**src/rtl/mecanum_odometry_integrator_top_assert.svh**
```systemverilog
// Assertion macros shared by the odometry integrator RTL.
`ifndef MECANUM_ODOMETRY_INTEGRATOR_TOP_ASSERT_SVH
`define MECANUM_ODOMETRY_INTEGRATOR_TOP_ASSERT_SVH

// Implication checked in the same cycle.
`define MOI_ASSERT_NOW(lbl, ante, cons, msg) \
    lbl: assert property (@(posedge clk) disable iff (!rst_n) (ante) |-> (cons)) \
        else $error(msg);

// Implication checked in the cycle after the antecedent.
`define MOI_ASSERT_NEXT(lbl, ante, cons, msg) \
    lbl: assert property (@(posedge clk) disable iff (!rst_n) (ante) |=> (cons)) \
        else $error(msg);

`endif

```
**src/rtl/moi_pkg.sv**
```systemverilog
`default_nettype none

package moi_pkg;

    localparam int OPW   = 34;   // multiplier operand width
    localparam int PRODW = 68;   // multiplier product width
    localparam int DEN_W = 19;   // divider input divisor width
    localparam int ATAN_ENTRIES = 30;

    localparam logic signed [OPW-1:0] TURN_PER_RAD = 34'sd683565276;
    localparam logic signed [OPW-1:0] CORDIC_START = 34'sd652032874;
    localparam logic signed [OPW-1:0] VEL_SCALE    = 34'sd1000;

    typedef enum logic [3:0] {
        REG_WHEEL_RADIUS = 4'd0,
        REG_HALF_SUM     = 4'd1,
        REG_RAD_PER_CNT  = 4'd2,
        REG_PERIOD_MS    = 4'd3
    } reg_idx_t;

    typedef enum logic [3:0] {
        OP_PHI0 = 4'd0,
        OP_PHI1 = 4'd1,
        OP_PHI2 = 4'd2,
        OP_PHI3 = 4'd3,
        OP_SX   = 4'd4,
        OP_SY   = 4'd5,
        OP_ST   = 4'd6,
        OP_DBIN = 4'd7,
        OP_ROT0 = 4'd8,
        OP_ROT1 = 4'd9,
        OP_ROT2 = 4'd10,
        OP_ROT3 = 4'd11,
        OP_VX   = 4'd12,
        OP_VY   = 4'd13,
        OP_VW   = 4'd14
    } op_t;

    typedef enum logic [5:0] {
        ST_IDLE   = 6'b000001,
        ST_ISSUE  = 6'b000010,
        ST_WB     = 6'b000100,
        ST_DIV    = 6'b001000,
        ST_CORDIC = 6'b010000,
        ST_DONE   = 6'b100000
    } state_t;

    typedef struct packed {
        logic             start;
        logic             neg;
        logic [63:0]      mag;
        logic [DEN_W-1:0] den;
    } div_req_t;

    function automatic logic signed [31:0] sat32(input logic signed [PRODW-1:0] v);
        logic fits;
        fits = (&v[PRODW-1:31]) || !(|v[PRODW-1:31]);
        if (fits)
            return v[31:0];
        else if (v[PRODW-1])
            return 32'sh8000_0000;
        else
            return 32'sh7FFF_FFFF;
    endfunction

    // Round half up, then floor shift.
    function automatic logic signed [PRODW-1:0] rshift(input logic signed [PRODW-1:0] v,
                                                       input int unsigned s);
        logic signed [PRODW-1:0] half;
        half = 68'sd1 <<< (s - 1);
        return (v + half) >>> s;
    endfunction

    function automatic logic [31:0] atan_entry(input logic [4:0] i);
        logic [31:0] r;
        unique case (i)
            5'd0:  r = 32'd536870912;
            5'd1:  r = 32'd316933406;
            5'd2:  r = 32'd167458907;
            5'd3:  r = 32'd85004756;
            5'd4:  r = 32'd42667331;
            5'd5:  r = 32'd21354465;
            5'd6:  r = 32'd10679838;
            5'd7:  r = 32'd5340245;
            5'd8:  r = 32'd2670163;
            5'd9:  r = 32'd1335087;
            5'd10: r = 32'd667544;
            5'd11: r = 32'd333772;
            5'd12: r = 32'd166886;
            5'd13: r = 32'd83443;
            5'd14: r = 32'd41722;
            5'd15: r = 32'd20861;
            5'd16: r = 32'd10430;
            5'd17: r = 32'd5215;
            5'd18: r = 32'd2608;
            5'd19: r = 32'd1304;
            5'd20: r = 32'd652;
            5'd21: r = 32'd326;
            5'd22: r = 32'd163;
            5'd23: r = 32'd81;
            5'd24: r = 32'd41;
            5'd25: r = 32'd20;
            5'd26: r = 32'd10;
            5'd27: r = 32'd5;
            5'd28: r = 32'd3;
            5'd29: r = 32'd1;
            default: r = 32'd0;
        endcase
        return r;
    endfunction

endpackage

`default_nettype wire

```
**src/rtl/moi_mult.sv**
```systemverilog
`default_nettype none

module moi_mult
    import moi_pkg::*;
(
    input  wire logic                    clk,
    input  wire logic signed [OPW-1:0]   a,
    input  wire logic signed [OPW-1:0]   b,
    output logic signed [PRODW-1:0]      prod
);

    logic signed [PRODW-1:0] prod_reg;

    always_ff @(posedge clk)
    begin
        prod_reg <= a * b;
    end

    assign prod = prod_reg;

endmodule

`default_nettype wire

```
**config.mk**
```make
export PLATFORM = sky130hd
export DESIGN_NAME = moi_mult
export DESIGN_NICKNAME = d
export VERILOG_FILES = /design/src/rtl/mecanum_odometry_integrator_top_assert.svh /design/src/rtl/moi_pkg.sv /design/src/rtl/moi_mult.sv
export SDC_FILE = /design/constraint.sdc
export NUM_CORES = 2
export LEC_CHECK = 0
export ABC_AREA = 1
export ABC_CLOCK_PERIOD_IN_PS = 9400
export BUFFER_PORTS_ARGS = -buffer_cell sky130_fd_sc_hd__clkbuf_2
export CORE_UTILIZATION = 45
export CTS_CLUSTER_DIAMETER = 120
export DETAILED_ROUTE_END_ITERATION = 10
export PLACE_DENSITY_LB_ADDON = 0.12
export SYNTH_ARGS = -nofsm -noshare
export SYNTH_HDL_FRONTEND = slang
export SYNTH_SLANG_ARGS = --single-unit
```
**constraint.sdc**
```tcl
create_clock -name clk -period 9.4 [get_ports clk]
set_input_delay 0.94 -clock clk [delete_from_list [all_inputs] [get_ports clk]]
set_output_delay 0.94 -clock clk [all_outputs]
set_load 0.05 [all_outputs]
```
Word level (Yosys, flattened, before mapping)
Index checks and enable logic that the tools add are counted.
{"block": "word_totals", "ff_bits": 68, "latch_bits": 0, "mem_bits_rw": 0, "mem_bits_ro": 0, "inputBits": 69, "output_inout_bits": 68, "elab_cells": 2, "mem_count": 0}
{"block": "op_classes", "n_addsub": 0, "mul": 1, "div_mod_pow": 0, "magnitude_cmp": 0, "eq_ne": 0, "shifts": 0, "n_mux": 0, "bitwise": 0, "n_reduce_logical": 0}
{"cell": "$mul A34 B34 Y68", "n": 1}

Longest topological paths before layout
{"block": "logic_depth", "ltp_word": 1, "ltp_mapped": 35, "mapped_depth_nobuf": 33}

Least setup slack after synthesis
No wires, ideal clock.
{"block": "synth_path", "path_kind": "in2reg", "from": "input a[33]", "to": "register prod_reg[66], in the netlist prod[66]", "setup_ns": 0.112, "arrival_ns": 7.651, "t_required_ns": 9.288, "setup_slack_ns": 1.637, "stages": 24, "n_path_buf": 2, "path_cell_list": "clkbuf_1 > clkbuf_1 > nand2_1 > inv_1 > fa_1 > fa_1 > fa_1 > fa_1 > inv_1 > fa_1 > fa_1 > inv_1 > fa_1 > fa_1 > ha_1 > nand2_1 > nor2_1 > inv_1 > nor2_2 > nand2_1 > nor3_1 > nand2_2 > nand3_1 > nand2_1"}
{"block": "synth_via", "elab_chain_cells": 1}
{"element": "from (decl)", "line": "moi_mult.sv:7", "rtl": "input wire logic signed [OPW-1:0] a,"}
{"element": "$mul A34 B34 Y68", "line": "moi_mult.sv:16", "rtl": "prod_reg <= a * b;"}
{"element": "to (signal assigned)", "line": "moi_mult.sv:16"}
{"element": "to (decl)", "line": "moi_mult.sv:12", "rtl": "logic signed [PRODW-1:0] prod_reg;"}
No other way between the ends.

Worst setup path after layout
{"block": "layout_path", "from": "input b[9]", "to": "register prod_reg[56], in the netlist prod[56]"}
{"block": "layout_via", "elab_chain_cells": 1}
{"element": "from (decl)", "line": "moi_mult.sv:8", "rtl": "input wire logic signed [OPW-1:0] b,"}
{"element": "$mul A34 B34 Y68", "line": "moi_mult.sv:16"}
No other way between the ends.

==> qor.tcl <==
set qor(synth.top_cell.area_share_pct) 53.7
set qor(drtPass1Iterations) 5
set qor(critPathRequiredTime_ns) 9.64
set qor(avgSynthCellArea_um2) 7.74
set qor(cts_htree_levels) 3
set qor(ctsLongestPathBuffers) 2
set qor(final_layout_size_suffix_gt1_share_pct) 4.78
set qor(synth_enable_flop_cells) 0
set qor(num_vias) 34410
set qor(ys_ff_latch) 68
set qor(start_kind) {input pin}
set qor(timing.critical_path.arrival_ns) 8.28
set qor(die_y_um) 322
set qor(critical_path_peak_fanout) 34
set qor(synth_cell_type_count) 32
set qor(critPathCaptureType) {register}
set qor(post_cts_buffers) 0
set qor(setup_repair_after_global_routing_missed_its_margin) {no}
set qor(dr.first_iter.drc_count) 1761
set qor(die_width_um) 322
set qor(initial_standard_cell_utilization_of_the_core_pct) 45.4
set qor(detail_route.vias_per_cell) 4.72
set qor(sequential_element_share_of_the_synthesized_area_pct) 2.95
set qor(timing.final.crit_share_pct) 85.5
set qor(finalWirelength_um) 132000
set qor(most_common_cell_in_the_synthesized_netlist) {inv_1}
set qor(largest_reg_flops) 68
set qor(grt_start_max_net_pins) 35
set qor(synthesis.yosys.warnings) 0
set qor(hold_violations) 0
set qor(yosys.area.top_type) {fa_1}
set qor(ios) 137
set qor(outcome) {finished, final reports clean}
set qor(grtUsageTotal_pct) 27.0
set qor(fin_crit_ns) 8.04
set qor(tns_ns) 0
set qor(cap_viol_max_count) 0
set qor(core-area_um2) 102000
set qor(postSynth.topFlopCell) {dfxtp_1}
set qor(rows) 117
set qor(slew_violations) 0
set qor(clkSinkCount) 68
set qor(tightest_slew_ns) 1.24
set qor(buffer_ports.inserted) 136
set qor(number_of_global_route_vias_before_repair) 38034
set qor(ctsHoldBuffers) 0
set qor(nNetsFinal) 7433
set qor(drtAntennaViolNets) 0
set qor(worstHoldPathType) {in2reg}
set qor(antenna_found_initial) 4
set qor(globalRouteOverflowTotal) 0
set qor(syn-cell-area_um2) 46200
set qor(tritoncts.num_buffers) 9
set qor(yosys-top-cells-count) {inv_1 (2116), nand2_1 (1661), fa_1 (1241), clkbuf_1 (269), ha_1 (204)}
set qor(gp_congestion) 0.965
set qor(drc_errors) 0
set qor(drt-wirelength-per-cell_um) 18.2
set qor(synthToLayoutAreaGrowth_pct) 4.85
set qor(synth_top_cells_by_area) {fa_1 (54%), inv_1 (17%), nand2_1 (13%)}
set qor(synth-async-reset-ratio_pct) 0
set qor(die_area_um2) 104000
set qor(relSlewSlack_pct) 17.6
set qor(clkSlewWorstSetupHoldPaths_ns) 0.07
set qor(cts_tree) {yes}
set qor(report.final.setup_viol) 0
set qor(syn_inst) 5972
set qor(worst-setup-path-type) {in2reg}
set qor(grt_first_pass_wirelength_um) 215000
set qor(fmaxAchievable_mhz) 124
set qor(post-dp-hpwl_um) 115000
set qor(cts.repair.resized) 0
set qor(root_buffer) {clkbuf_16}
set qor(finalCoreUtilization_pct) 47.6
set qor(net_count_after_synthesis) 7486
[placed cells by master, fill, tap and decap left out, drive strengths merged, types with 2 or more instances in the layout]
| master | instances |
|---|---|
| dfxtp | 68 |
| nor3 | 22 |
| xnor2 | 2 |
| clkbuf | 145 |
| nand3b | 3 |
| ha | 204 |
| bufinv | 2 |
| buf | 71 |
| fa | 1241 |
| o21bai | 11 |
| nand4 | 19 |
| nand3 | 77 |
| or2 | 8 |
| inv | 2118 |
| clkinv | 4 |
| nand2 | 1683 |
| o21ai | 19 |
| diode | 2 |
| nor2 | 124 |
| a21oi | 63 |
| xor2 | 33 |
[through the flow]
stage,instances,cell area (µm²),setup WS [ns],hold WS [ns]
after floorplan,5972,46200,1.64,1.22
after detailed placement,7276,48100,1.02,1.44
final,7293,48500,1.36,1.20
after CTS,7291,48500,1.40,1.18
after global placement,7276,48100,1.00,1.44
after global routing,7293,48500,0.971,1.22
[area by class of cell]
| class | count | area (µm²) |
|---|---|---|
| antenna | 2 | 5.00 |
| clock buffer | 9 | 225 |
| clock inverter | 6 | 90.1 |
| fill | 10239 | 53300 |
| inverter | 2119 | 7950 |
| multi-input combinational | 3514 | 35900 |
| sequential | 68 | 1360 |
| tap | 1368 | 1710 |
| timing repair buffer | 207 | 1230 |
[routing by layer]
metal  GRT usage (%)  vias up  part of all wire [%]
li1                -    15899                     -
met1            34.4    17630                    41
met2            49.7      744                    52
met3            1.73      135                   3.8
met4            6.60        2                   2.7
met5               0        -                0.0068
[cells by family after synthesis]
group	after synthesis	share of synthesized area, %
simple gates	1939	16.6
fa+ha+maj	1445	59.3
compound gates	95	1.13
flops	68	2.95
buf+inv	2390	19.4
xor+xnor	35	0.663
[worst paths after layout]
path | from | endpoint | slack, ns | depth (start not counted)
max | b[9] | prod[56]$_DFF_P_ | 1.36 | 24
min | b[0] | prod[0]$_DFF_P_ | 1.20 | 4
[critical path, cell delays in order]
cell,delay (ns)
clkbuf_2,0.69
nand2_1,0.10
inv_1,0.10
fa_1,0.41
inv_1,0.24
fa_1,0.53
inv_1,0.17
fa_1,0.48
fa_1,0.70
buf_4,0.31
fa_1,0.48
fa_1,0.56
fa_1,0.43
fa_1,0.44
ha_1,0.44
nand2_1,0.14
nor2_1,0.20
inv_1,0.10
nor2_2,0.16
nand2_1,0.12
nor3_1,0.18
nand2_1,0.12
nand4_1,0.12
nand2_1,0.05
Power is left out: the tool's default activity adds up to more than one toggle a clock period on the data nets, which glitch-free logic cannot reach.
