===== src/rtl/mecanum_odometry_integrator_top_assert.svh =====
// Assertion macros shared by the odometry integrator RTL.
`ifndef MECANUM_ODOMETRY_INTEGRATOR_TOP_ASSERT_SVH
`define MECANUM_ODOMETRY_INTEGRATOR_TOP_ASSERT_SVH

// Implication checked in the same cycle.
`define MOI_ASSERT_NOW(lbl, ante, cons, msg) \
    lbl: assert property (@(posedge clk) disable iff (!rst_n) (ante) |-> (cons)) \
        else $error(msg);

// Implication checked in the cycle after the antecedent.
`define MOI_ASSERT_NEXT(lbl, ante, cons, msg) \
    lbl: assert property (@(posedge clk) disable iff (!rst_n) (ante) |=> (cons)) \
        else $error(msg);

`endif


===== src/rtl/moi_pkg.sv =====
`default_nettype none

package moi_pkg;

    localparam int OPW   = 34;   // multiplier operand width
    localparam int PRODW = 68;   // multiplier product width
    localparam int DEN_W = 19;   // divider input divisor width
    localparam int ATAN_ENTRIES = 30;

    localparam logic signed [OPW-1:0] TURN_PER_RAD = 34'sd683565276;
    localparam logic signed [OPW-1:0] CORDIC_START = 34'sd652032874;
    localparam logic signed [OPW-1:0] VEL_SCALE    = 34'sd1000;

    typedef enum logic [3:0] {
        REG_WHEEL_RADIUS = 4'd0,
        REG_HALF_SUM     = 4'd1,
        REG_RAD_PER_CNT  = 4'd2,
        REG_PERIOD_MS    = 4'd3
    } reg_idx_t;

    typedef enum logic [3:0] {
        OP_PHI0 = 4'd0,
        OP_PHI1 = 4'd1,
        OP_PHI2 = 4'd2,
        OP_PHI3 = 4'd3,
        OP_SX   = 4'd4,
        OP_SY   = 4'd5,
        OP_ST   = 4'd6,
        OP_DBIN = 4'd7,
        OP_ROT0 = 4'd8,
        OP_ROT1 = 4'd9,
        OP_ROT2 = 4'd10,
        OP_ROT3 = 4'd11,
        OP_VX   = 4'd12,
        OP_VY   = 4'd13,
        OP_VW   = 4'd14
    } op_t;

    typedef enum logic [5:0] {
        ST_IDLE   = 6'b000001,
        ST_ISSUE  = 6'b000010,
        ST_WB     = 6'b000100,
        ST_DIV    = 6'b001000,
        ST_CORDIC = 6'b010000,
        ST_DONE   = 6'b100000
    } state_t;

    typedef struct packed {
        logic             start;
        logic             neg;
        logic [63:0]      mag;
        logic [DEN_W-1:0] den;
    } div_req_t;

    function automatic logic signed [31:0] sat32(input logic signed [PRODW-1:0] v);
        logic fits;
        fits = (&v[PRODW-1:31]) || !(|v[PRODW-1:31]);
        if (fits)
            return v[31:0];
        else if (v[PRODW-1])
            return 32'sh8000_0000;
        else
            return 32'sh7FFF_FFFF;
    endfunction

    // Round half up, then floor shift.
    function automatic logic signed [PRODW-1:0] rshift(input logic signed [PRODW-1:0] v,
                                                       input int unsigned s);
        logic signed [PRODW-1:0] half;
        half = 68'sd1 <<< (s - 1);
        return (v + half) >>> s;
    endfunction

    function automatic logic [31:0] atan_entry(input logic [4:0] i);
        logic [31:0] r;
        unique case (i)
            5'd0:  r = 32'd536870912;
            5'd1:  r = 32'd316933406;
            5'd2:  r = 32'd167458907;
            5'd3:  r = 32'd85004756;
            5'd4:  r = 32'd42667331;
            5'd5:  r = 32'd21354465;
            5'd6:  r = 32'd10679838;
            5'd7:  r = 32'd5340245;
            5'd8:  r = 32'd2670163;
            5'd9:  r = 32'd1335087;
            5'd10: r = 32'd667544;
            5'd11: r = 32'd333772;
            5'd12: r = 32'd166886;
            5'd13: r = 32'd83443;
            5'd14: r = 32'd41722;
            5'd15: r = 32'd20861;
            5'd16: r = 32'd10430;
            5'd17: r = 32'd5215;
            5'd18: r = 32'd2608;
            5'd19: r = 32'd1304;
            5'd20: r = 32'd652;
            5'd21: r = 32'd326;
            5'd22: r = 32'd163;
            5'd23: r = 32'd81;
            5'd24: r = 32'd41;
            5'd25: r = 32'd20;
            5'd26: r = 32'd10;
            5'd27: r = 32'd5;
            5'd28: r = 32'd3;
            5'd29: r = 32'd1;
            default: r = 32'd0;
        endcase
        return r;
    endfunction

endpackage

`default_nettype wire


===== src/rtl/moi_div.sv =====
`default_nettype none

// Rounded signed division: q = (2|n| + d) / (2d), one quotient bit per cycle.
module moi_div
    import moi_pkg::*;
(
    input  wire logic               clk,
    input  wire logic               rst_n,
    input  wire div_req_t           req,
    output logic                    done,
    output logic signed [31:0]      result
);

    localparam int QB = 31;
    localparam int RW = DEN_W + 1;

    logic [63:0]   num;
    logic [RW-1:0] den;
    logic [63:0]   den_top;

    logic          busy_reg;
    logic          done_reg;
    logic [4:0]    cnt_reg;
    logic          sat_reg;
    logic          neg_reg;
    logic [RW-1:0] den_reg;
    logic [RW-1:0] rem_reg;
    logic [QB-1:0] quo_reg;

    logic [RW:0]   trial_in;
    logic [RW:0]   trial;

    assign num     = {req.mag[62:0], 1'b0} + {{(64-DEN_W){1'b0}}, req.den};
    assign den     = {req.den, 1'b0};
    assign den_top = {{(64-RW){1'b0}}, den} << QB;

    assign trial_in = {rem_reg, quo_reg[QB-1]};
    assign trial    = trial_in - {1'b0, den_reg};

    always_ff @(posedge clk or negedge rst_n)
    begin
        if (!rst_n)
        begin
            busy_reg <= 1'b0;
            done_reg <= 1'b0;
            cnt_reg  <= '0;
        end
        else
        begin
            done_reg <= busy_reg && (cnt_reg == 5'(QB - 1));
            if (req.start)
            begin
                busy_reg <= 1'b1;
                cnt_reg  <= '0;
            end
            else if (busy_reg)
            begin
                cnt_reg <= cnt_reg + 5'd1;
                if (cnt_reg == 5'(QB - 1))
                    busy_reg <= 1'b0;
            end
        end
    end

    always_ff @(posedge clk)
    begin
        if (req.start)
        begin
            sat_reg <= (num >= den_top);
            neg_reg <= req.neg;
            den_reg <= den;
            // When the quotient fits, the upper part is already below the divisor.
            rem_reg <= num[QB+RW-1:QB];
            quo_reg <= num[QB-1:0];
        end
        else if (busy_reg)
        begin
            if (!trial[RW])
            begin
                rem_reg <= trial[RW-1:0];
                quo_reg <= {quo_reg[QB-2:0], 1'b1};
            end
            else
            begin
                rem_reg <= trial_in[RW-1:0];
                quo_reg <= {quo_reg[QB-2:0], 1'b0};
            end
        end
    end

    always_comb
    begin
        if (sat_reg)
            result = neg_reg ? 32'sh8000_0000 : 32'sh7FFF_FFFF;
        else if (neg_reg)
            result = -$signed({1'b0, quo_reg});
        else
            result = $signed({1'b0, quo_reg});
    end

    assign done = done_reg;

endmodule

`default_nettype wire


===== config.mk =====
export PLATFORM = sky130hd
export DESIGN_NAME = moi_div
export DESIGN_NICKNAME = d
export VERILOG_FILES = /design/src/rtl/mecanum_odometry_integrator_top_assert.svh /design/src/rtl/moi_pkg.sv /design/src/rtl/moi_div.sv
export SDC_FILE = /design/constraint.sdc
export NUM_CORES = 1
export LEC_CHECK = 0
export ABC_AREA = 1
export ABC_CLOCK_PERIOD_IN_PS = 4800
export BUFFER_PORTS_ARGS = -buffer_cell sky130_fd_sc_hd__buf_4
export CAP_MARGIN = 10
export CORE_ASPECT_RATIO = 1.1
export CORE_MARGIN = 3
export CORE_UTILIZATION = 60
export DETAILED_ROUTE_END_ITERATION = 7
export GPL_TIMING_DRIVEN = 0
export PLACE_DENSITY = 0.82
export SYNTH_ARGS = -nofsm -noshare
export SYNTH_HDL_FRONTEND = slang
export SYNTH_SLANG_ARGS = --single-unit

===== constraint.sdc =====
create_clock -name clk -period 4.8 [get_ports clk]
set_input_delay 0.24 -clock clk [delete_from_list [all_inputs] [get_ports clk]]
set_output_delay 0.24 -clock clk [all_outputs]
set_load 0.01 [all_outputs]

# Word level (Yosys, flattened, before mapping)
# Cells that the tools add are included.
# op_classes
add_sub_neg,4
order_cmp,1
n_eq_ne,1
muxes,14
n_reduce_logical,2
# ops
operator,n
$mux 32,3
$add 64x19->64,1
$ge 64x51->1,1
$mux 31,2
$mux 20,3
$neg 31->32,1
$sub 21x20->21,1
$mux 5,2
$add 5x1->5 const B,1
$eq 5x5->1 const B,1
$mux 1,4
$reduce_bool 2->1,1
$logic_and 1x1->1,1
# word_totals
reg_bits,79
input_bits,87
output_inout_bits,33
wordCells,30

# Logic depth before layout (Yosys ltp)
# logic_depth
word_depth,4
mapped_depth,25
mapped_depth_nobuf,25

# Least setup slack after synthesis
# No wires, ideal clock.
# synth_path
path_type,in2reg
start,input port req[1] in the netlist's numbering
end,register sat_reg (data pin)
setup_time_ns,0.252
arrival_ns,2.667
required_time_ns,4.548
slack_ns,1.881
cell_stages,23
cell_sequence,ha_1 -> inv_1 -> fa_1 -> inv_1 -> nand2_1 -> nand3_1 -> nand2_1 -> nand3_1 -> nand3_1 -> nor3_1 -> xnor2_1 -> inv_1 -> ha_1 -> nand2_1 -> inv_1 -> nand3_1 -> inv_1 -> a21oi_1 -> nand2_1 -> nand3_1 -> nand2_1 -> inv_1 -> nand2_1
# synth_between
elab_chain_cells,2
# synth_rtl
element,line,source
"start, declared",moi_div.sv:9,"input wire div_req_t req,"
$add 64x19->64,moi_div.sv:33,"assign num = {req.mag[62:0], 1'b0} + {{(64-DEN_W){1'b0}}, req.den};"
$ge 64x51->1 (*),moi_div.sv:69,sat_reg <= (num >= den_top);
"end signal, assigned",moi_div.sv:69,
"end, declared",moi_div.sv:24,logic sat_reg;
# Mark *: on every way between the ends. The rest lies on a longest branch, timed or not.
# A chain may end at the register's enable or synchronous reset.

# Worst setup path in the final report
# layout_path
start,input port req[17] in the netlist's numbering
end,register sat_reg (data pin)
# The elaborated chain is that of the path after synthesis.

==> results_dict.tcl <==
set metrics [dict create \
    grt_util_met2 0.597 \
    ys_ff_latch 79 \
    antenna_found_initial 0 \
    setup_violations 0 \
    grt_max_degree 28 \
    status "finished, final reports clean" \
    ys_types 43 \
    die_y_um 135 \
    drive_above_1_share 0.109 \
    cts_root_buf "clkbuf_16" \
    cpPeakStageDelay_ns 0.42 \
    area_growth_pct 16.4 \
    crit_chain "buf_4, ha_1, nand2_1, inv_2, nand2_1, nor2_1, nand4_1, nand3_1, nand4_1, xnor2_1, ha_1, nand2_1, inv_1, a221oi_1, o211ai_1, nand2_1, nand2_1, nand3_1, nand2_1, inv_1, nand2_1" \
    yosysWarningCount 0 \
    worst-path-buf-inv 4 \
    hp-start "req[83]" \
    largest_reg_flops 31 \
    first_global_vias 9417 \
    cp_slowest_cell "xnor2_1" \
    overflow 0 \
    worstHoldEndpoint "neg_reg$_DFFE_PP_" \
    crit_path_start "req[17]" \
    post_cts_buffers 0 \
    h-tree-depth 3 \
    yosysTopAreaCellShare 0.238 \
    hold_viol 0 \
    ctsLongestPathBuffers 2 \
    dr.first_iter.drc_count 853 \
    final_util 0.724 \
    cts_tree "done" \
    ant_nets 0 \
    seq_area_frac_synth 0.257 \
    worst_setup_path_start_kind "primary input" \
    yosysTopAreaCell "edfxtp_1" \
    grt-busiest-layer "met2" \
    vias 9997 \
    tns_ns 0 \
    grt_pass1_wl_um 46300 \
    io_pins 120 \
    clk_latency_ns 0.37 \
    crit_top_cell "nand2_1" \
    holdWs_ns 0.0459 \
    tightestPinTransition_ns 0.742 \
    cp_data_required_time_ns 4.90 \
    clkSinkCount 79 \
    period_share 0.793 \
    crit_family "simple AND/OR/NAND/NOR gates" \
    worstHoldPathType "in2reg" \
    ir_worst_vdd_mv 0.175 \
    gr-usage-met3 0.0519 \
    hold_depth 1 \
    skew_ns 0.0155 \
    final_cells 1764 \
    grt_util_met1 0.457 \
    vias_per_cell 5.67 \
    maxCapViolCount 0 \
    place_congestion 1.01 \
    reg2reg_depth 13 \
    slew_headroom 0.505 \
    fmax_mhz 263 \
    hpwl_um 24200 \
    nets 1715 \
    grt_use_total 0.357 \
    power_leakage_nw 5.49 \
    cp.arrival_ns 3.91 \
    r2r_end "rem_reg[13]$_DFFE_PP_" \
    min_period_ns 3.81 \
    core_area_mm2 0.0146 \
    routed_wl_um 29500 \
    portBuffers 118 \
    wire_per_inst_um 16.7 \
    row_count 46 \
    end_kind "flop" \
    crit_type "in2reg" \
    syn_inst 1436 \
    worstReg2RegStart "den_reg[1]$_DFFE_PP_" \
    drtPass1Iterations 6 \
    avgSynthCellArea_um2 6.33 \
    clkTransAtPathRegs_ns 0.08 \
    initial_core_util 0.622 \
    antennaDiodeCount 0 \
    slew_viol_final 0 \
    synthesis.nets 1584 \
    drc_errors 0 \
    rsz0062_at_grt "no" \
    cts_buffers 9 \
    powerDensity_mw_per_mm2 349 \
    crit_fanout 5 \
    netlist_area_mm2 0.00909 \
    dp_cells 1747 \
    timing.reg2reg.setup_slack_ns 1.61 \
    die_x_um 123 \
    dieArea_mm2 0.0167 \
    synth_area_leaders "edfxtp_1 (24%), nand2_1 (17%), inv_1 (11%)" \
]
-- cell usage in the layout (no fill, tap or decap), types with 5 or more instances in the layout --
| cell | n |
|---|---|
| ha_1 | 59 |
| o21ai_0 | 83 |
| nand2_1 | 422 |
| dfrtp_1 | 7 |
| o211ai_1 | 16 |
| edfxtp_1 | 72 |
| nor3_1 | 23 |
| nand3_1 | 91 |
| buf_4 | 121 |
| inv_1 | 266 |
| nand3b_1 | 8 |
| a21oi_1 | 50 |
| xor2_1 | 52 |
| clkbuf_1 | 17 |
| a21o_1 | 5 |
| xnor2_1 | 23 |
| nand2_2 | 8 |
| a31oi_1 | 9 |
| nor4_1 | 6 |
| clkbuf_16 | 10 |
| nor2_2 | 10 |
| nor2_1 | 135 |
| nand4_1 | 29 |
-- worst max path at each step --
stage / endpoint / depth (start not counted) / slack [ns]
floorplan: sat_reg$_DFFE_PP_ / 23 / 1.88
global placement: sat_reg$_DFFE_PP_ / 21 / 0.76
detailed placement: sat_reg$_DFFE_PP_ / 21 / 0.74
CTS: sat_reg$_DFFE_PP_ / 21 / 1.07
global route: sat_reg$_DFFE_PP_ / 21 / 0.83
finish: sat_reg$_DFFE_PP_ / 21 / 0.99
-- per-layer routing --
layer | vias to the layer above | routed length, um
met5 | - | 0
met4 | 0 | 1250
met3 | 96 | 2530
met2 | 516 | 13800
met1 | 4501 | 11900
li1 | 4884 | -
-- layout make-up --
class / instances / area (um^2)
multi-input combinational: 1065 / 5650
fill: 1289 / 4040
sequential: 79 / 2340
inverter: 271 / 1020
timing repair buffer: 120 / 916
clock buffer: 10 / 250
tap: 192 / 240
buffer: 21 / 90.1
clock inverter: 6 / 80.1
-- power by group --
part           total [mW]  switching (mW)  leakage [nW]  internal, mW
logic                1.86            1.17          4.48         0.693
registers            1.05           0.110         0.849         0.939
clock network       0.777           0.330         0.160         0.448
-- cells by family (layout without fill, tap and decap cells) --
family,Yosys count,in the layout,synth area share
and+or+nand+nor,747,747,0.351
buffers and inverters,292,428,0.122
AOI/OAI and AO/OA,182,182,0.112
DFF,79,79,0.257
xor gates and xnor gates,75,75,0.0723
adders and majority gates,61,61,0.0856
-- metrics by stage --
step	total power [mW]	setup WS [ns]	instance area [um^2]
finish	3.69	0.991	10600
CTS	3.65	1.07	10600
global placement	2.81	0.759	10200
detailed placement	2.86	0.740	10200
global route	3.91	0.827	10600
floorplan	2.28	1.88	9090
-- synth_stat cells, drive strengths merged --
| library cell | n |
|---|---|
| a211oi | 1 |
| a21o | 5 |
| a21oi | 50 |
| a221oi | 2 |
| a31oi | 9 |
| a41oi | 1 |
| and2 | 2 |
| and3 | 1 |
| buf | 4 |
| clkbuf | 17 |
| clkinv | 1 |
| dfrtp | 7 |
| edfxtp | 72 |
| fa | 2 |
| ha | 59 |
| inv | 270 |
| nand2 | 430 |
| nand3 | 95 |
| nand3b | 9 |
| nand4 | 29 |
| nor2 | 148 |
| nor3 | 25 |
| nor4 | 7 |
| o211ai | 16 |
| o21a | 1 |
| o21ai | 87 |
| o21bai | 3 |
| o22ai | 1 |
| o31ai | 3 |
| o41ai | 3 |
| or2 | 1 |
| xnor2 | 23 |
| xor2 | 52 |
-- repair_timing --
action	in CTS	in global routing
resized for setup	0	0
hold buffers	1	0
endpoints found under the hold margin	7	0
Note: power is estimated with default switching activity, not from simulation.
