$ cat src/rtl/mecanum_odometry_integrator_top_assert.svh
// Assertion macros shared by the odometry integrator RTL.
`ifndef MECANUM_ODOMETRY_INTEGRATOR_TOP_ASSERT_SVH
`define MECANUM_ODOMETRY_INTEGRATOR_TOP_ASSERT_SVH

// Implication checked in the same cycle.
`define MOI_ASSERT_NOW(lbl, ante, cons, msg) \
    lbl: assert property (@(posedge clk) disable iff (!rst_n) (ante) |-> (cons)) \
        else $error(msg);

// Implication checked in the cycle after the antecedent.
`define MOI_ASSERT_NEXT(lbl, ante, cons, msg) \
    lbl: assert property (@(posedge clk) disable iff (!rst_n) (ante) |=> (cons)) \
        else $error(msg);

`endif

$ cat src/rtl/moi_pkg.sv
`default_nettype none

package moi_pkg;

    localparam int OPW   = 34;   // multiplier operand width
    localparam int PRODW = 68;   // multiplier product width
    localparam int DEN_W = 19;   // divider input divisor width
    localparam int ATAN_ENTRIES = 30;

    localparam logic signed [OPW-1:0] TURN_PER_RAD = 34'sd683565276;
    localparam logic signed [OPW-1:0] CORDIC_START = 34'sd652032874;
    localparam logic signed [OPW-1:0] VEL_SCALE    = 34'sd1000;

    typedef enum logic [3:0] {
        REG_WHEEL_RADIUS = 4'd0,
        REG_HALF_SUM     = 4'd1,
        REG_RAD_PER_CNT  = 4'd2,
        REG_PERIOD_MS    = 4'd3
    } reg_idx_t;

    typedef enum logic [3:0] {
        OP_PHI0 = 4'd0,
        OP_PHI1 = 4'd1,
        OP_PHI2 = 4'd2,
        OP_PHI3 = 4'd3,
        OP_SX   = 4'd4,
        OP_SY   = 4'd5,
        OP_ST   = 4'd6,
        OP_DBIN = 4'd7,
        OP_ROT0 = 4'd8,
        OP_ROT1 = 4'd9,
        OP_ROT2 = 4'd10,
        OP_ROT3 = 4'd11,
        OP_VX   = 4'd12,
        OP_VY   = 4'd13,
        OP_VW   = 4'd14
    } op_t;

    typedef enum logic [5:0] {
        ST_IDLE   = 6'b000001,
        ST_ISSUE  = 6'b000010,
        ST_WB     = 6'b000100,
        ST_DIV    = 6'b001000,
        ST_CORDIC = 6'b010000,
        ST_DONE   = 6'b100000
    } state_t;

    typedef struct packed {
        logic             start;
        logic             neg;
        logic [63:0]      mag;
        logic [DEN_W-1:0] den;
    } div_req_t;

    function automatic logic signed [31:0] sat32(input logic signed [PRODW-1:0] v);
        logic fits;
        fits = (&v[PRODW-1:31]) || !(|v[PRODW-1:31]);
        if (fits)
            return v[31:0];
        else if (v[PRODW-1])
            return 32'sh8000_0000;
        else
            return 32'sh7FFF_FFFF;
    endfunction

    // Round half up, then floor shift.
    function automatic logic signed [PRODW-1:0] rshift(input logic signed [PRODW-1:0] v,
                                                       input int unsigned s);
        logic signed [PRODW-1:0] half;
        half = 68'sd1 <<< (s - 1);
        return (v + half) >>> s;
    endfunction

    function automatic logic [31:0] atan_entry(input logic [4:0] i);
        logic [31:0] r;
        unique case (i)
            5'd0:  r = 32'd536870912;
            5'd1:  r = 32'd316933406;
            5'd2:  r = 32'd167458907;
            5'd3:  r = 32'd85004756;
            5'd4:  r = 32'd42667331;
            5'd5:  r = 32'd21354465;
            5'd6:  r = 32'd10679838;
            5'd7:  r = 32'd5340245;
            5'd8:  r = 32'd2670163;
            5'd9:  r = 32'd1335087;
            5'd10: r = 32'd667544;
            5'd11: r = 32'd333772;
            5'd12: r = 32'd166886;
            5'd13: r = 32'd83443;
            5'd14: r = 32'd41722;
            5'd15: r = 32'd20861;
            5'd16: r = 32'd10430;
            5'd17: r = 32'd5215;
            5'd18: r = 32'd2608;
            5'd19: r = 32'd1304;
            5'd20: r = 32'd652;
            5'd21: r = 32'd326;
            5'd22: r = 32'd163;
            5'd23: r = 32'd81;
            5'd24: r = 32'd41;
            5'd25: r = 32'd20;
            5'd26: r = 32'd10;
            5'd27: r = 32'd5;
            5'd28: r = 32'd3;
            5'd29: r = 32'd1;
            default: r = 32'd0;
        endcase
        return r;
    endfunction

endpackage

`default_nettype wire

$ cat src/rtl/moi_cordic.sv
`default_nettype none

// Rotation-mode CORDIC giving cos and sin of a binary angle in Q2.30.
module moi_cordic
    import moi_pkg::*;
#(
    parameter int CORDIC_STEPS = 16
)
(
    input  wire logic                  clk,
    input  wire logic                  rst_n,
    input  wire logic                  start,
    input  wire logic [31:0]           angle,
    output logic                       done,
    output logic signed [OPW-1:0]      cos_val,
    output logic signed [OPW-1:0]      sin_val
);

    localparam int STEPS = (CORDIC_STEPS > ATAN_ENTRIES) ? ATAN_ENTRIES : CORDIC_STEPS;

    logic                 busy_reg;
    logic                 done_reg;
    logic [4:0]           cnt_reg;
    logic                 flip_reg;
    logic signed [OPW-1:0] x_reg;
    logic signed [OPW-1:0] y_reg;
    logic signed [OPW-1:0] z_reg;

    logic                 flip;
    logic [31:0]          a_start;
    logic signed [OPW-1:0] xs;
    logic signed [OPW-1:0] ys;
    logic signed [OPW-1:0] at;

    // Angles in the left half plane are turned by half a turn first.
    assign flip    = (angle[31:30] == 2'b01) || (angle[31:30] == 2'b10);
    assign a_start = flip ? (angle + 32'h8000_0000) : angle;

    assign xs = x_reg >>> cnt_reg;
    assign ys = y_reg >>> cnt_reg;
    assign at = $signed({2'b00, atan_entry(cnt_reg)});

    always_ff @(posedge clk or negedge rst_n)
    begin
        if (!rst_n)
        begin
            busy_reg <= 1'b0;
            done_reg <= 1'b0;
            cnt_reg  <= '0;
        end
        else
        begin
            done_reg <= busy_reg && (cnt_reg == 5'(STEPS - 1));
            if (start)
            begin
                busy_reg <= 1'b1;
                cnt_reg  <= '0;
            end
            else if (busy_reg)
            begin
                cnt_reg <= cnt_reg + 5'd1;
                if (cnt_reg == 5'(STEPS - 1))
                    busy_reg <= 1'b0;
            end
        end
    end

    always_ff @(posedge clk)
    begin
        if (start)
        begin
            flip_reg <= flip;
            x_reg    <= CORDIC_START;
            y_reg    <= '0;
            z_reg    <= {{(OPW-32){a_start[31]}}, a_start};
        end
        else if (busy_reg)
        begin
            if (!z_reg[OPW-1])
            begin
                x_reg <= x_reg - ys;
                y_reg <= y_reg + xs;
                z_reg <= z_reg - at;
            end
            else
            begin
                x_reg <= x_reg + ys;
                y_reg <= y_reg - xs;
                z_reg <= z_reg + at;
            end
        end
    end

    assign cos_val = flip_reg ? -x_reg : x_reg;
    assign sin_val = flip_reg ? -y_reg : y_reg;
    assign done    = done_reg;

endmodule

`default_nettype wire

$ cat config.mk
export PLATFORM = sky130hd
export DESIGN_NAME = moi_cordic
export DESIGN_NICKNAME = d
export VERILOG_FILES = /design/src/rtl/mecanum_odometry_integrator_top_assert.svh /design/src/rtl/moi_pkg.sv /design/src/rtl/moi_cordic.sv
export SDC_FILE = /design/constraint.sdc
export NUM_CORES = 1
export LEC_CHECK = 0
export BUFFER_PORTS_ARGS = -buffer_cell sky130_fd_sc_hd__clkbuf_2
export CORE_MARGIN = 8
export CORE_UTILIZATION = 50
export CTS_BUF_LIST = sky130_fd_sc_hd__clkbuf_4 sky130_fd_sc_hd__clkbuf_8 sky130_fd_sc_hd__clkbuf_16
export DETAILED_ROUTE_END_ITERATION = 8
export PLACE_DENSITY_LB_ADDON = 0.3
export SYNTH_ARGS = -nofsm -noshare
export SYNTH_HDL_FRONTEND = slang
export SYNTH_SLANG_ARGS = --single-unit
$ cat constraint.sdc
create_clock -name clk -period 7.35 [get_ports clk]
set_input_delay 0.735 -clock clk [delete_from_list [all_inputs] [get_ports clk]]
set_output_delay 0.735 -clock clk [all_outputs]
set_load 0.02 [all_outputs]
After elaboration in Yosys (flattened, before gate mapping)
Memories as Yosys holds them, arrays and structs flattened. Cells that the tools add are included.

Equal/unequal tests: 3. Reductions and logical operators: 3. Shifts and indexed selects: 2. $add $sub $neg: 10. Mux-type cells: 13.

Operators by type and width (count): 34-bit two-way mux (7); 34-bit adder (2); 34-bit negator (2); 34-bit by 5-bit >>> shifter with 34-bit output (2); 34-bit subtractor (2); 34-bit by 33-bit adder with 34-bit output (1); 34-bit by 33-bit subtractor with 34-bit output (1); 32-bit adder (second input constant) (1); 32-bit two-way mux (1); 5-bit two-way mux (2); 5-bit by 1-bit adder with 5-bit output (second input constant) (1); 5-bit by 4-bit equality test with 1-bit output (second input constant) (1); 1-bit two-way mux (3); 2-bit by 1-bit equality test with 1-bit output (second input constant) (1); 2-bit equality test (second input constant) (1); 2-bit nonzero test (1); 1-bit logical AND (1); 1-bit logical OR (1).

Logic and storage cells: 39. Output and inout bits: 69. Bits of input ports: 35. Memory bits (read-only): 960. Memories kept: 1. Flip-flop bits (word level): 110.

Memories: (no name shown) (words 32, bits a word 30, rd ports 1, clocked after Yosys merged registers in 0, wr ports 0, line moi_pkg.sv:76) `unique case (i)`.

Depth between registers and ports, before layout
Gate-level depths: netlist of run 1. An unclocked memory read counts as a cell.

Depth after elaboration: 5. Gate-level depth with buffers: 27. Gate-level depth less buffers: 22.

Least setup slack after synthesis of run 1
OpenSTA, ideal clock, no wires.

Kind: flip-flop to flip-flop. From: register cnt_reg[0]. To: register z_reg[33] (data pin). Path buffers: 5. Setup time: 0.157 ns. Stages on the path, launching flop included: 27. Path slack: 0.289 ns. Arrival: 6.904 ns. Cells stage by stage: dfrtp_1 -> buf_4 -> buf_6 -> inv_2 -> buf_2 -> buf_2 -> ha_1 -> buf_4 -> mux4_2 -> a221oi_1 -> ha_1 -> o211ai_1 -> or3b_2 -> or4b_1 -> nor3_1 -> nor2_1 -> xor2_1 -> ha_1 -> a21o_1 -> a21o_1 -> a21o_1 -> nor3_1 -> inv_1 -> o211ai_1 -> a21oi_1 -> or4b_2 -> a32oi_1.

Word-level cells in the longest chain between the ends: 5.

RTL lines: start: declaration (line moi_cordic.sv:23) `logic [4:0] cnt_reg;`; start signal: assignment (line moi_cordic.sv:61) `cnt_reg <= cnt_reg + 5'd1;`; memory 32 x 30 bit (*); 34-bit by 33-bit subtractor with 34-bit output / 34-bit by 33-bit adder with 34-bit output (equally long branches) (line moi_cordic.sv:83, moi_cordic.sv:89); 34-bit two-way mux (*) (line moi_cordic.sv:79) `if (!z_reg[OPW-1])`; 34-bit two-way mux (*) (line moi_cordic.sv:77) `else if (busy_reg)`; 34-bit two-way mux (*) (line moi_cordic.sv:70) `if (start)`; end signal: assignment (line moi_cordic.sv:75) `z_reg <= {{(OPW-32){a_start[31]}}, a_start};`; end signal: assignment (line moi_cordic.sv:83) `z_reg <= z_reg - at;`; end signal: assignment (line moi_cordic.sv:89) `z_reg <= z_reg + at;`; end: declaration (line moi_cordic.sv:27) `logic signed [OPW-1:0] z_reg;`.

Mark *: on every way between the ends. The rest lies on a longest branch, timed or not. The select of a mux whose other input is x is not followed. A chain may end at the register's enable or synchronous reset.

Worst setup path after layout of run 1
From: register cnt_reg[1]. To: register y_reg[33].

Word-level cells in the longest chain between the ends: 3.

RTL lines: 34-bit by 5-bit >>> shifter with 34-bit output (*) (line moi_cordic.sv:39) `assign xs = x_reg >>> cnt_reg;`; 34-bit adder / 34-bit subtractor (equally long branches) (line moi_cordic.sv:82, moi_cordic.sv:88); 34-bit two-way mux (*) (line moi_cordic.sv:79); end signal: assignment (line moi_cordic.sv:82) `y_reg <= y_reg + xs;`; end signal: assignment (line moi_cordic.sv:88) `y_reg <= y_reg - xs;`; end: declaration (line moi_cordic.sv:26) `logic signed [OPW-1:0] y_reg;`.

Mark *: on every way between the ends. The rest lies on a longest branch, timed or not.

==> reports/metrics.cfg, run 1 <==
[status]
status = finished clean

[clock_network]
cts_tree = done
clkSinkCount = 110
clock_latency_ps = 400
root_buffer = clkbuf_16
cts_buffers = 9
clk_pin_slew_ps = 90
cts_setup_buffers = 0
htreeDepth = 3
cts_buffer_depth = 2

[detailed_routing]
drtIter0Drc = 2297
avgViaCountPerCell = 6.73
antenna_left = 0
wl_per_cell_um = 24.7
num_vias = 18281
drc = 0
routed_wl_um = 67000
drtPass1Iterations = 6

[final_layout]
mostFrequentLayoutCells = nand2_1, nor2_1, xnor2_1
postLayoutCoreUtil_pct = 54.5
antennaDiodeCount = 0
syn_to_final_growth_pct = 7.21
post-route-cell-area_mm2 = 0.0194
ff_latch_area_mm2 = 0.00261
drive_above_1_share_pct = 15.9
fill_cells = 3382
nets = 2405
multi_input_area_mm2 = 0.0145
stdcell_count = 2718
final_common_cell = nand2_1

[critical_path]
cp-end-kind = flop
critPathMaxFanout = 27
cp.arrival_ps = 7330
worstReg2RegStart = cnt_reg[1]
setup.worst_path.start = cnt_reg[1]
crit_type = flop to flop
crit_required_ps = 7640
start_kind = flop

[floorplanning]
initial_utilization_pct = 50.8
die_h_um = 206
ios = 104
placementRows = 69
core_area_mm2 = 0.0356
fp.dieW_um = 206
dieArea_mm2 = 0.0425

[timing]
fin_skew_ps = 14.9
fin_setup_tns_ps = 0
grt_setup_unrepaired = false
post-route-period-util_pct = 95.7
holdWs_ps = 172
max-slew-margin-rel_pct = 24.5
hold_violations = 0
setup_violations = 0
drv_slew = 0
tightest_slew_ps = 1130
fmax_mhz = 142
min_period_ps = 7030

[worst_hold_path]
min_path_type = input port to async pin

[place]
io_buffers = 103
placed_cell_area_mm2 = 0.0190
dp.cells = 2702
dpl.hpwl_um = 50800
gp_congestion = 1.03

[job]
cap_violations = 0

[global_routing]
grt.total_usage_pct = 30.7
grt_max_degree = 69
antenna_found_initial = 0
gr-total-overflow = 0
grt_pass1_vias = 17213
grt_pass1_wl_um = 102000

[logic_synthesis]
synth_cell_types = 96
synthArstFlopShare_pct = 6.36
synth_seq_cells = 110
synthFlopType = dfxtp_1
synth_cells = 2234
synth_warnings = 0
ys_seq_area_share_pct = 14.3
synth_edf_count = 35
syn-num-nets = 2387
synth_area_mm2 = 0.0181
syn_avg_cell_area_um2 = 8.09

[power]
ir_drop_mv = 0.386
p_leak_nw = 8.12
powerDensity_mw_per_mm2 = 584

-- critical path: stages (launching register included) --
cell and delay, ps:
dfrtp_4 710, buf_4 380, mux4_1 620, mux2_2 320, a222oi_1 410, o211a_1 390
nand3_1 190, nor2_1 310, nor2_1 90, xnor2_1 150, ha_1 420, nand3_1 150
nor2_1 50, a2111oi_1 690, a21oi_1 260, o21ai_0 460, a211oi_1 190, o311a_1 330
or3_1 310, mux2i_1 160, mux2_1 330
-- layer usage --
metal  share of wire (%)  vias to the layer above  track usage, %
met5                   0                        -               0
met4                 3.0                        0            9.86
met3                  10                      133            5.53
met2                  44                     1006            48.4
met1                  42                     8742            42.1
li1                    -                     8400               -
-- layout make-up --
type	count	share of cell area (%)
Sequential cell	110	13.4
Tap cell	461	2.98
Inverter	47	0.911
Clock buffer	10	1.23
Timing Repair Buffer	191	6.34
Clock inverter	6	0.394
Multi-Input combinational cell	1893	74.7
-- cell usage after synthesis (38+ instances only) --
| cell type | count | area (µm²) |
|---|---|---|
| nand2_1 | 200 | 751 |
| a21o_1 | 49 | 368 |
| nor2_1 | 197 | 739 |
| ha_1 | 115 | 1440 |
| o31ai_1 | 38 | 285 |
| a21oi_1 | 146 | 731 |
| mux2i_1 | 93 | 931 |
| xnor2_1 | 169 | 1480 |
| mux4_2 | 78 | 1760 |
| nand3_1 | 38 | 190 |
| xor2_1 | 65 | 569 |
| clkbuf_1 | 107 | 402 |
| a211oi_1 | 39 | 293 |
| o21ai_0 | 131 | 656 |
| dfxtp_1 | 68 | 1360 |
| inv_1 | 43 | 161 |
-- timing repair --
action | 4_1_cts | 5_1_grt
setup endpoints to repair | 0 | 2
hold buffers | 0 | 0
gates resized for setup | 0 | 2
-- report_power, final --
group / internal, mW / switching, mW
registers: 0.964 / 0.519
clock network: 0.281 / 0.287
logic: 4.07 / 5.19
total: 5.32 / 6.00
-- cells by family (layout without fill, tap and decap cells) --
group,count (synthesis),in the layout,share of synthesized area (%)
buf+inv,231,254,5.71
simple gates,675,675,18.0
xor+xnor,234,234,11.3
fa+ha+maj,118,118,8.30
flops,110,110,14.3
compound gates,655,655,24.4
mux,211,211,17.9
-- worst paths after layout --
kind	endpoint	slack (ps)	cells after the start
max	y_reg[33]	320	20
min	cnt_reg[0]	170	1
max reg2reg	y_reg[33]	320	20
min reg2reg	y_reg[0]	520	2
max in group asynchronous	cnt_reg[1]	6950	1
min in group clk	y_reg[0]	520	2
-- through the flow --
step	setup WS [ps]	total power [mW]
4_1_cts	294	11.2
2_1_floorplan	289	8.30
3_5_place_dp	385	10.5
3_3_place_gp	426	10.4
5_1_grt	12.9	12.3
6_report	316	11.3
(Power assumes the default switching activity.)
==> run 2, diff against run 1 <==
==> constraint.sdc (replaced) <==
create_clock -name clk -period 6.9 [get_ports clk]
set_input_delay 0.69 -clock clk [delete_from_list [all_inputs] [get_ports clk]]
set_output_delay 0.69 -clock clk [all_outputs]
set_load 0.02 [all_outputs]
==> reports/metrics.cfg, run 2 (same netlist as run 1, synthesis figures left out) <==
[clock_network]
htreeDepth = 3
cts_buffers = 9
clk_pin_slew_ps = 80
cts_tree = done
cts_buffer_depth = 2
clkSinkCount = 110
clock_latency_ps = 390
root_buffer = clkbuf_16

[critical_path]
crit_type = flop to flop
crit_slowest_cell = mux4_1
start_kind = flop
worst_r2r_path_depth = 23
timing.rr.end = y_reg[33]
cp-end-kind = flop
worstReg2RegStart = cnt_reg[1]
cp-endpoint = y_reg[33]
max_stage_delay_ps = 680
critPathBufInv = 3
path_delay_family = compound AO/OA/AOI/OAI gates
rrSetupSlack_ps = 150
path_depth = 23
crit_path_cell_trace = buf_12 > mux4_1 > mux2_4 > a222oi_1 > o211ai_1 > inv_1 > ha_1 > nand3_1 > nor2_1 > nor2_1 > xnor2_1 > ha_1 > nand3_1 > nor2_1 > a2111oi_1 > a21oi_2 > o21ai_0 > buf_4 > a211oi_1 > o311a_1 > or3_1 > mux2i_1 > mux2_1
setup.worst_path.start = cnt_reg[1]
cp.arrival_ps = 7030
crit_top_cell = nor2_1
critPathMaxFanout = 38
crit_required_ps = 7180

[final_layout]
post-route-cell-area_mm2 = 0.0195
syn_to_final_growth_pct = 8.09
antennaDiodeCount = 0
mostFrequentLayoutCells = nand2_1, nor2_1, xnor2_1
postLayoutCoreUtil_pct = 54.9
multi_input_area_mm2 = 0.0145
ff_latch_area_mm2 = 0.00261
drive_above_1_share_pct = 16.6
nets = 2417
fill_cells = 3342
stdcell_count = 2730
final_common_cell = nand2_1

[worst_hold_path]
min_path_type = input port to async pin

[timing]
drv_slew = 0
hold_violations = 0
tightest_slew_ps = 1120
min_period_ps = 6750
fmax_mhz = 148
max-slew-margin-rel_pct = 25.3
holdWs_ps = 147
post-route-period-util_pct = 97.8
postLayoutSetupSlackWorst_ps = 153
setup_violations = 0
fin_setup_tns_ps = 0
fin_skew_ps = 17.8

[detailed_routing]
top_layer_used = met4
wl_met1_um = 28600
antenna_left = 0
drtPass1Iterations = 6
routed_wl_um = 66200
wl_met3_um = 5890
num_vias = 18248
drtIter0Drc = 2172
avgViaCountPerCell = 6.68
wl_met2_um = 29600
drc = 0
wl_per_cell_um = 24.3

[global_routing]
grt_pass1_vias = 17197
gr-total-overflow = 0
antenna_found_initial = 1
grt_max_degree = 72
grt.total_usage_pct = 30.3
grt_pass1_wl_um = 101000

[power]
p_comb_share_pct = 82.4
p_clk_share_pct = 4.8
power_mw = 12.0
p_leak_nw = 8.19
ir_drop_mv = 0.335
switching_share_pct = 52.8
seqPwrFrac_pct = 12.8
internal_power_mw = 5.67
p_sw_mw = 6.35
powerDensity_mw_per_mm2 = 616

[floorplanning]
initial_utilization_pct = 50.8
die_h_um = 206
ios = 104
core_area_mm2 = 0.0356
fp.dieW_um = 206
dieArea_mm2 = 0.0425
placementRows = 69

[place]
dpl.hpwl_um = 50400
dp.cells = 2711
gp_congestion = 1.02
io_buffers = 103
placed_cell_area_mm2 = 0.0191
dp_slack_ps = 232

[status]
status = finished clean

[job]
cap_violations = 0

==> run 2: timing repair <==
item / 4_1_cts / 5_1_grt
setup endpoints to repair: 0 / 4
hold buffers: 0 / 0
resized for setup: 0 / 14
buffers inserted: 0 / 2
==> run 2: worst reg2reg max path: stages, from the launching register on <==
cell and delay, ps:
dfrtp_4 530, buf_12 290, mux4_1 690, mux2_4 370, a222oi_1 380, o211ai_1 310
inv_1 160, ha_1 200, nand3_1 150, nor2_1 280, nor2_1 90, xnor2_1 150
ha_1 430, nand3_1 150, nor2_1 60, a2111oi_1 510, a21oi_2 170, o21ai_0 260
buf_4 170, a211oi_1 90, o311a_1 310, or3_1 320, mux2i_1 260, mux2_1 350
==> run 2: layout make-up <==
cell class / count / share of cell area, %
Sequential cell: 110 / 13.3
Timing Repair Buffer: 203 / 6.96
Multi-Input combinational cell: 1893 / 74.3
Clock inverter: 7 / 0.404
Tap cell: 461 / 2.95
Clock buffer: 9 / 1.15
Inverter: 47 / 0.916
==> run 2: worst min path at each step <==
stage               end  cells after the start  slack (ps)
2_1_floorplan  busy_reg                      0         390
3_3_place_gp   y_reg[0]                      2         510
3_5_place_dp   y_reg[0]                      2         510
4_1_cts        busy_reg                      1         130
5_1_grt        busy_reg                      1         150
6_report       busy_reg                      1         150
==> run 2: power by group through the flow <==
stage	combinational [mW]	sequential (mW)	clock, mW
6_report	9.90	1.54	0.580
5_1_grt	10.9	1.58	0.612
4_1_cts	9.74	1.52	0.591
3_5_place_dp	9.66	1.53	0
3_3_place_gp	9.50	1.52	0
2_1_floorplan	7.65	1.20	0
==> run 2: per-layer routing <==
metal	track usage, %	vias up
met1	42.1	8829
met2	46.7	878
met4	10.3	0
met5	0	-
li1	-	8414
met3	5.52	127
